### config.mk
export PLATFORM = sky130hd
export DESIGN_NAME = pwlc_ctrl
export DESIGN_NICKNAME = d
export VERILOG_FILES = /design/src/rtl/core/pwlc_pkg.sv /design/src/rtl/core/pwlc_ctrl.sv
export SDC_FILE = /design/constraint.sdc
export NUM_CORES = 1
export LEC_CHECK = 0
export BUFFER_PORTS_ARGS = -buffer_cell sky130_fd_sc_hd__buf_2
export CAP_MARGIN = 10
export CORE_ASPECT_RATIO = 2
export CORE_UTILIZATION = 30
export CTS_BUF_LIST = sky130_fd_sc_hd__clkbuf_8 sky130_fd_sc_hd__clkbuf_16
export DETAILED_ROUTE_END_ITERATION = 8
export GPL_TIMING_DRIVEN = 0
export SLEW_MARGIN = 20
export SYNTH_ARGS = -nofsm -noshare
export SYNTH_HDL_FRONTEND = slang
export SYNTH_SLANG_ARGS = --single-unit
### constraint.sdc
create_clock -name clk -period 2.35 [get_ports clk]
set_input_delay 0.1175 -clock clk [delete_from_list [all_inputs] [get_ports clk]]
set_output_delay 0.1175 -clock clk [all_outputs]
set_load 0.02 [all_outputs]
### src/rtl/core/pwlc_pkg.sv
// shared constants, codes and control types of the piecewise linear colormap
package pwlc_pkg;

  // table sizes and number format
  localparam int MAX_COLORS    = 64;
  localparam int FRACTION_BITS = 16;
  localparam int COLOR_AW      = $clog2(MAX_COLORS);
  localparam int LEVEL_AW      = $clog2(MAX_COLORS + 1);
  localparam int DATA_W        = 32;
  localparam int CHAN_W        = 8;
  localparam int RGB_W         = 3 * CHAN_W;
  localparam int FUNC_W        = 2;
  localparam int INDEX_W       = 7;
  localparam int COUNT_W       = 7;
  localparam int STATUS_W      = 2;
  localparam int CFG_IDX_W     = 1;
  localparam int CFG_DATA_W    = 7;
  localparam int CNT_W         = $clog2(FRACTION_BITS);
  localparam int CHAN_LAST     = 2;
  localparam int BLEND_W       = FRACTION_BITS + CHAN_W + 2;

  localparam logic [COUNT_W-1:0] COUNT_RESET = COUNT_W'(5);
  localparam logic [BLEND_W-1:0] ROUND_HALF  = BLEND_W'(1) << (FRACTION_BITS - 1);

  // request function codes
  typedef enum logic [FUNC_W-1:0] {
    FN_COLOR = 2'd0,
    FN_LEVEL = 2'd1,
    FN_MAP   = 2'd2
  } func_t;

  // result range codes
  typedef enum logic [STATUS_W-1:0] {
    RS_INSIDE = 2'd0,
    RS_BELOW  = 2'd1,
    RS_ABOVE  = 2'd2
  } range_t;

  // configuration register indexes
  typedef enum logic [CFG_IDX_W-1:0] {
    CFG_INTERP = 1'b0,
    CFG_COUNT  = 1'b1
  } cfg_idx_t;

  // level read address select
  typedef enum logic [1:0] {
    LA_FIRST = 2'd0,
    LA_LAST  = 2'd1,
    LA_INNER = 2'd2,
    LA_NEXT  = 2'd3
  } lvl_addr_t;

  // color read address select
  typedef enum logic {
    CA_BIN  = 1'b0,
    CA_NEXT = 1'b1
  } col_addr_t;

  // search outcome written into bin and range status; inside also loads the divider
  typedef enum logic [1:0] {
    OC_NONE   = 2'd0,
    OC_BELOW  = 2'd1,
    OC_ABOVE  = 2'd2,
    OC_INSIDE = 2'd3
  } outcome_t;

  // step counter operation
  typedef enum logic [1:0] {
    CNT_HOLD = 2'd0,
    CNT_DIV  = 2'd1,
    CNT_CHAN = 2'd2,
    CNT_DEC  = 2'd3
  } cnt_op_t;

  // controller to datapath commands
  typedef struct packed {
    logic      start;
    logic      color_wr;
    logic      level_wr;
    lvl_addr_t lvl_addr;
    logic      keep_prev;
    logic      idx_init;
    logic      idx_inc;
    outcome_t  outcome;
    col_addr_t col_addr;
    logic      res_load;
    logic      chi_load;
    cnt_op_t   cnt_op;
    logic      div_step;
    logic      blend_step;
    logic      out_load;
  } cmd_t;

  // datapath to controller status
  typedef struct packed {
    logic x_le;
    logic x_ge;
    logic n_one;
    logic idx_last;
    logic do_blend;
    logic cnt_zero;
  } sts_t;

endpackage

### src/rtl/core/pwlc_ctrl.sv
// sequencing controller: level search, color fetch, divide, blend, result hand-off
module pwlc_ctrl (
  input  logic                        clk,
  input  logic                        rst_n,
  input  logic                        in_valid,
  output logic                        in_ready,
  input  logic [pwlc_pkg::FUNC_W-1:0] in_func,
  output logic                        out_valid,
  input  logic                        out_ready,
  output pwlc_pkg::cmd_t              cmd,
  input  pwlc_pkg::sts_t              sts
);

  typedef enum logic [9:0] {
    S_IDLE  = 10'b00_0000_0001,
    S_CHK0  = 10'b00_0000_0010,
    S_CHKN  = 10'b00_0000_0100,
    S_SCAN  = 10'b00_0000_1000,
    S_COL   = 10'b00_0001_0000,
    S_CLO   = 10'b00_0010_0000,
    S_CHI   = 10'b00_0100_0000,
    S_DIV   = 10'b00_1000_0000,
    S_BLEND = 10'b01_0000_0000,
    S_OUT   = 10'b10_0000_0000
  } state_t;

  state_t state_r, state_nxt;
  logic   out_valid_r, out_valid_nxt;
  logic   out_free;

  assign out_free = !out_valid_r || out_ready;
  assign in_ready = (state_r == S_IDLE);

  // next state and commands
  always_comb begin
    state_nxt    = state_r;
    cmd          = '0;
    cmd.lvl_addr = pwlc_pkg::LA_FIRST;
    cmd.col_addr = pwlc_pkg::CA_BIN;
    cmd.outcome  = pwlc_pkg::OC_NONE;
    cmd.cnt_op   = pwlc_pkg::CNT_HOLD;
    unique case (state_r)
      S_IDLE: begin
        if (in_valid) begin
          unique case (in_func)
            pwlc_pkg::FN_COLOR: cmd.color_wr = 1'b1;
            pwlc_pkg::FN_LEVEL: cmd.level_wr = 1'b1;
            pwlc_pkg::FN_MAP: begin
              cmd.start = 1'b1;
              state_nxt = S_CHK0;
            end
            default: ;
          endcase
        end
      end
      // first level is on the read port
      S_CHK0: begin
        cmd.lvl_addr  = pwlc_pkg::LA_LAST;
        cmd.keep_prev = 1'b1;
        if (sts.x_le) begin
          cmd.outcome = pwlc_pkg::OC_BELOW;
          state_nxt   = S_COL;
        end else begin
          state_nxt = S_CHKN;
        end
      end
      // last level is on the read port
      S_CHKN: begin
        cmd.lvl_addr = pwlc_pkg::LA_INNER;
        cmd.idx_init = 1'b1;
        if (sts.x_ge || sts.n_one) begin
          cmd.outcome = pwlc_pkg::OC_ABOVE;
          state_nxt   = S_COL;
        end else begin
          state_nxt = S_SCAN;
        end
      end
      // one inner level per cycle, next read already issued
      S_SCAN: begin
        cmd.lvl_addr  = pwlc_pkg::LA_NEXT;
        cmd.keep_prev = 1'b1;
        cmd.idx_inc   = 1'b1;
        if (!sts.x_ge) begin
          cmd.outcome = pwlc_pkg::OC_INSIDE;
          state_nxt   = S_COL;
        end else if (sts.idx_last) begin
          cmd.outcome = pwlc_pkg::OC_ABOVE;
          state_nxt   = S_COL;
        end
      end
      S_COL: begin
        cmd.col_addr = pwlc_pkg::CA_BIN;
        state_nxt    = S_CLO;
      end
      S_CLO: begin
        cmd.col_addr = pwlc_pkg::CA_NEXT;
        cmd.res_load = 1'b1;
        state_nxt    = sts.do_blend ? S_CHI : S_OUT;
      end
      S_CHI: begin
        cmd.chi_load = 1'b1;
        cmd.cnt_op   = pwlc_pkg::CNT_DIV;
        state_nxt    = S_DIV;
      end
      // one quotient bit per cycle
      S_DIV: begin
        cmd.div_step = 1'b1;
        if (sts.cnt_zero) begin
          cmd.cnt_op = pwlc_pkg::CNT_CHAN;
          state_nxt  = S_BLEND;
        end else begin
          cmd.cnt_op = pwlc_pkg::CNT_DEC;
        end
      end
      // one color channel per cycle
      S_BLEND: begin
        cmd.blend_step = 1'b1;
        cmd.cnt_op     = pwlc_pkg::CNT_DEC;
        if (sts.cnt_zero) begin
          state_nxt = S_OUT;
        end
      end
      S_OUT: begin
        if (out_free) begin
          cmd.out_load = 1'b1;
          state_nxt    = S_IDLE;
        end
      end
      default: state_nxt = S_IDLE;
    endcase
  end

  // result valid flag
  always_comb begin
    out_valid_nxt = out_valid_r;
    if (cmd.out_load) begin
      out_valid_nxt = 1'b1;
    end else if (out_ready) begin
      out_valid_nxt = 1'b0;
    end
  end

  always_ff @(posedge clk) begin
    if (!rst_n) begin
      state_r     <= S_IDLE;
      out_valid_r <= 1'b0;
    end else begin
      state_r     <= state_nxt;
      out_valid_r <= out_valid_nxt;
    end
  end

  assign out_valid = out_valid_r;

endmodule

==> results of run 1 <==
worst max-delay path: cells and delay by family (launching register included):
kind | cells | cell delay (ns)
AOI/OAI and AO/OA | 1 | 0.10
and+or+nand+nor | 4 | 1.03
DFF | 1 | 0.30
buffers and inverters | 2 | 0.33
area by class of cell:
type                    count  area share, %
clock buffers               3           3.86
repair buffers             31           14.5
inverters                   3           1.05
plain buffers               7           4.10
clock inverters             1          0.351
multi-input cells          82           52.2
flip-flops and latches     11           20.6
well taps                  28           3.28
cells by family (layout without fill, tap and decap cells):
group                  after synthesis  after routing  synth area share [%]
AND/OR/NAND/NOR                     58             58                  46.2
AO/OA/AOI/OAI                       20             20                  16.5
flip-flops                          11             11                  26.4
buffers and inverters               10             45                  6.61
XOR/XNOR                             4              4                  4.20
layer usage:
layer / GRT usage [%] / vias up
met5: 0 / -
met4: 9.31 / 0
met3: 2.62 / 4
met2: 33.5 / 19
met1: 16.6 / 404
li1: - / 452
sequential cells by signal, summed over array words and instances, names as in the netlist:
signal / flops
out_valid: 1
state_r: 10
power by group:
part           internal (uW)  leakage (uW)  switching (uW)
clock network            115     0.0000269            74.5
logic                   31.2      0.000359            40.5
registers                189     0.0000888           0.760
worst max-delay path by stage:
stage	startpoint	endpoint	slack (ns)	cells past startpoint
finish	state_r[1]$_SDFFE_PN0P_	cmd[3]	0.22	7
global route	state_r[1]$_SDFFE_PN0P_	cmd[3]	0.05	7
CTS	state_r[1]$_SDFFE_PN0P_	cmd[3]	0.18	7
detailed placement	state_r[9]$_SDFFE_PN0P_	cmd[3]	0.49	6
global placement	state_r[1]$_SDFFE_PN0P_	state_r[8]$_SDFFE_PN0P_	0.48	6
floorplan	state_r[1]$_SDFFE_PN0P_	cmd[16]	0.33	4
per-stage QoR:
| step | hold slack [ns] | cells | instance area (um2) | setup WS, ns |
|---|---|---|---|---|
| detailed placement | 0.339 | 162 | 1020 | 0.487 |
| global placement | 0.328 | 162 | 1020 | 0.478 |
| floorplan | 0.194 | 103 | 833 | 0.334 |
| finish | 0.0817 | 166 | 1070 | 0.219 |
| CTS | 0.0821 | 166 | 1070 | 0.184 |
| global route | 0.0959 | 166 | 1070 | 0.0546 |
synthesized netlist by cell type (2+ instances only):
cell type,instances
nor3b_1,2
o21ai_1,2
dfxtp_1,11
nor4b_1,2
nand2b_1,6
buf_4,2
nor3_1,7
nor4_1,4
buf_2,2
inv_1,3
nand4b_1,2
clkbuf_1,2
a21oi_1,4
a31oi_1,3
nor2_1,9
o21a_1,2
nor2b_1,2
and3_1,4
nand2_1,9
nor4_2,2
xnor2_1,4
==> results.cfg, run 1 <==
[route]
via_count = 879
dr.pass1.iters = 4
route.detailed.drc = 0
post_drt_wl_per_cell_um = 13.8
drt_iter0_drc = 17
vias_per_cell = 5.30
detailroute.wirelength.met2_um = 1340
wl_met3_um = 83
top_layer = met4
drtAntennaViolNets = 0
wl_met1_um = 807
drt-total-wl_um = 2290

[synthesis]
synth_cells = 103
synth_edf_count = 0
syn_area_um2 = 833
synth_area_leaders = dfxtp_1 (26%), nand2b_1 (4.5%), nor3_1 (4.2%)
synth_fp_nets = 115
yosysTopAreaCell = dfxtp_1
yosysUniqueCellTypes = 40
synth_seq_cells = 11
synth_ff_type = dfxtp_1
avgSynthCellArea_um2 = 8.09
yosysWarnings = 0
synth_async_sr_flop_share_pct = 0
synth.top_cell.area_share_pct = 26.4
seq_area_frac_synth_pct = 26.4

[timing]
tightest_slew_ns = 0.497
period_minus_slack_ns = 2.13
setup_viol_count_final = 0
post-route-period-util_pct = 90.7
max_slew_margin_pct = 66.6
timing.fmax_mhz = 469
timing_hold_violations_final = 0
finalSetupTns_ns = 0
rsz0062_at_grt = false
finClkSkew_ns = 0.00299
slew_viol_final = 0

[min_path]
hold_start = sts[5]
holdCritPathClass = input pin to flop
hold_depth = 2
whs_endpoint = state_r[2]$_SDFFE_PN0P_

[clocking]
clock_sinks = 11
clockRootBuffer = clkbuf_8
cts_tree = built
worstSkewPairLatency_ns = 0.24
post_cts_buffers = 0
post_cts_resized = 0
hold_buffers = 0
cts_buffers = 3
cts_buffer_depth = 2
clk_pin_slew_worst_paths_ns = 0.05
h-tree-depth = 1

[global_routing]
grt_overflow_total = 0
grtUsageTotal_pct = 18.0
grt_max_degree = 11
grt_pass1_wl_um = 3850
antenna_found_initial = 0
grt_pass1_vias = 893

[setup_path]
worstSetupPathType = flop to output pin
cp_cell_sequence = buf_2 -> nor4_2 -> nand2_1 -> nor4b_2 -> a21oi_1 -> nand2_1 -> buf_2
required_ns = 2.23
r2r-end = state_r[8]$_SDFFE_PN0P_
crit_path_top_delay_cell = nor4_2
worstReg2RegStart = state_r[1]$_SDFFE_PN0P_
reg2regPathDepth = 6
cp_max_fo = 10
endpoint_kind = output pin
cp-start-kind = flop
max_stage_delay_ns = 0.38
critPathArrivalTime_ns = 2.01
r2r_slack_ns = 0.51

[layout]
final_common_cell = buf_2
layout_common_cells = buf_2 (33), dfxtp_1 (11), nor2_1 (9), nand2_1 (9), nor3_1 (7)
final_core_util_pct = 41.1
nets = 151
syn_to_final_growth_pct = 28.2
antennaDiodeCount = 0
fillers = 288
multi_input_area_um2 = 558
drive_gt1_share_pct = 33.3
register_area_um2 = 220

[floorplan]
io_pins = 32
die_h_um = 76.5
fp.dieW_um = 39.3
coreArea_mm2 = 0.00260
num_rows = 26
die-area_mm2 = 0.00301
start_util_pct = 32.0

[pwr]
ir_worst_vdd_uv = 336
power_leakage_uw = 0.000474
power.total_uw = 451
p_per_area_mw_per_mm2 = 422

[run_status]
outcome = completed

[job]
cap_violations = 0

[placement]
globalplace.congestion = 0.820
hpwl_um = 1840
port_buffers = 31
Note: power is estimated with default switching activity, not from simulation.
==> run 2: changes to the inputs <==
==> constraint.sdc (replaced) <==
create_clock -name clk -period 2.35 [get_ports clk]
set_input_delay 0.3525 -clock clk [delete_from_list [all_inputs] [get_ports clk]]
set_output_delay 0.3525 -clock clk [all_outputs]
set_load 0.02 [all_outputs]
==> results.cfg, run 2 (synthesis results as in run 1) <==
[run_status]
outcome = completed

[layout]
syn_to_final_growth_pct = 32.9
nets = 151
antennaDiodeCount = 0
layout.cells.non_filler = 166
drive_gt1_share_pct = 37.0
fillers = 281
largest_reg_flops = 10
final_common_cell = buf_2
fin_area_mm2 = 0.00111
top_register = state_r
layout_common_cells = buf_2 (33), dfxtp_1 (11), nor2_1 (8), nand2_1 (8)

[pwr]
power.total_uw = 457
p_per_area_mw_per_mm2 = 413
ir_worst_vdd_uv = 336
power_frac_seq_pct = 41.4
internal-power_uw = 337
p_comb_share_pct = 16.6
power_leakage_uw = 0.000477
pwr-share-clk_pct = 41.9
switching_power_uw = 120
p_sw_share_pct = 26.2

[route]
via_count = 896
drt-total-wl_um = 2340
vias_per_cell = 5.40
drt_iter0_drc = 18
dr.pass1.iters = 4
drtAntennaViolNets = 0
route.detailed.drc = 0
post_drt_wl_per_cell_um = 14.1

[setup_path]
crit_path_top_delay_cell = or4_4
required_ns = 2.00
max_stage_delay_ns = 0.52
cp_common_cell = buf_2
endpoint_kind = output pin
cp-start-kind = flop
critPathArrivalTime_ns = 1.90
cp_cell_sequence = buf_2 -> or4_4 -> nor2_2 -> and3_4 -> a21oi_1 -> nand2_1 -> buf_2
worstSetupPathType = flop to output pin
cp_max_fo = 10

[floorplan]
die-area_mm2 = 0.00301
fp.dieW_um = 39.3
start_util_pct = 32.0
die_h_um = 76.5
io_pins = 32
num_rows = 26
coreArea_mm2 = 0.00260

[timing]
timing.hold.ws_ns = 0.316
rsz0062_at_grt = false
timing_hold_violations_final = 0
timing.fmax_mhz = 444
finClkSkew_ns = 0.00480
post-route-period-util_pct = 95.9
slew_viol_final = 0
tightest_slew_ns = 0.452
max_slew_margin_pct = 69.9
finalSetupTns_ns = 0
period_minus_slack_ns = 2.25
setup_viol_count_final = 0

[placement]
hpwl_um = 1840
placed_cells = 162
port_buffers = 31
place_area_mm2 = 0.00102
globalplace.congestion = 0.820

[clocking]
clock_sinks = 11
post_cts_resized = 2
cts_tree = built
post_cts_buffers = 0
worstSkewPairLatency_ns = 0.24
cts_buffers = 3
hold_buffers = 0
clk_pin_slew_worst_paths_ns = 0.05
clockRootBuffer = clkbuf_8
cts_buffer_depth = 2
h-tree-depth = 1

[global_routing]
grt_pass1_vias = 904
grt_overflow_total = 0
grt_max_degree = 11
grt_pass1_wl_um = 3930
antenna_found_initial = 0
grtUsageTotal_pct = 18.3

[job]
cap_violations = 0

[min_path]
holdCritPathClass = input pin to flop
==> run 2: cell counts in the layout (fill, tap and decap cells not counted) <==
No cell type changed its count.
==> run 2: worst max-delay path: cells and delay by family, from the launching register on <==
| kind | cells | cell delay, ns |
|---|---|---|
| AND/OR/NAND/NOR | 4 | 0.94 |
| AO/OA/AOI/OAI | 1 | 0.08 |
| flip-flops | 1 | 0.29 |
| buffers and inverters | 2 | 0.34 |
==> run 2: power by group through the flow <==
stage	Sequential [uW]	Clock, uW	Combinational, uW
2_1_floorplan	193	0	47.1
3_3_place_gp	193	0	71.0
3_5_place_dp	193	0	71.8
4_1_cts	189	195	72.9
5_1_grt	189	201	84.3
6_report	189	192	76.1
==> run 2: per-stage QoR <==
stage / utilization, % / setup WS (ns)
2_1_floorplan: - / 0.0992
3_3_place_gp: 39.3 / 0.278
3_5_place_dp: 39.3 / 0.252
4_1_cts: 41.5 / 0.0350
5_1_grt: 42.5 / 0.00887
6_report: 42.5 / 0.0965
==> run 2: area by class of cell <==
cell class	count	area, um2	area share, %
Sequential cell	11	220	19.9
Inverter	3	11.3	1.02
Tap cell	28	35.0	3.16
Clock inverter	1	3.75	0.339
Clock buffer	3	41.3	3.73
Buffer	7	43.8	3.95
Multi-Input combinational cell	82	597	53.9
Timing Repair Buffer	31	155	14.0
==> run 2: final timing paths <==
check / start / slack, ns / cells after the start / end
max: state_r[2]$_SDFFE_PN0P_ / 0.1 / 7 / cmd[3]
min: sts[5] / 0.32 / 2 / state_r[2]$_SDFFE_PN0P_
max reg2reg: state_r[5]$_SDFFE_PN0P_ / 0.54 / 5 / state_r[8]$_SDFFE_PN0P_
min reg2reg: out_valid$_SDFFE_PN0P_ / 0.55 / 2 / out_valid$_SDFFE_PN0P_
==> run 2: metal layers <==
metal | track usage [%] | part of all wire, %
met5 | 0 | 0
met4 | 9.31 | 2.3
met3 | 2.62 | 4.0
met2 | 34.3 | 58
met1 | 16.9 | 36
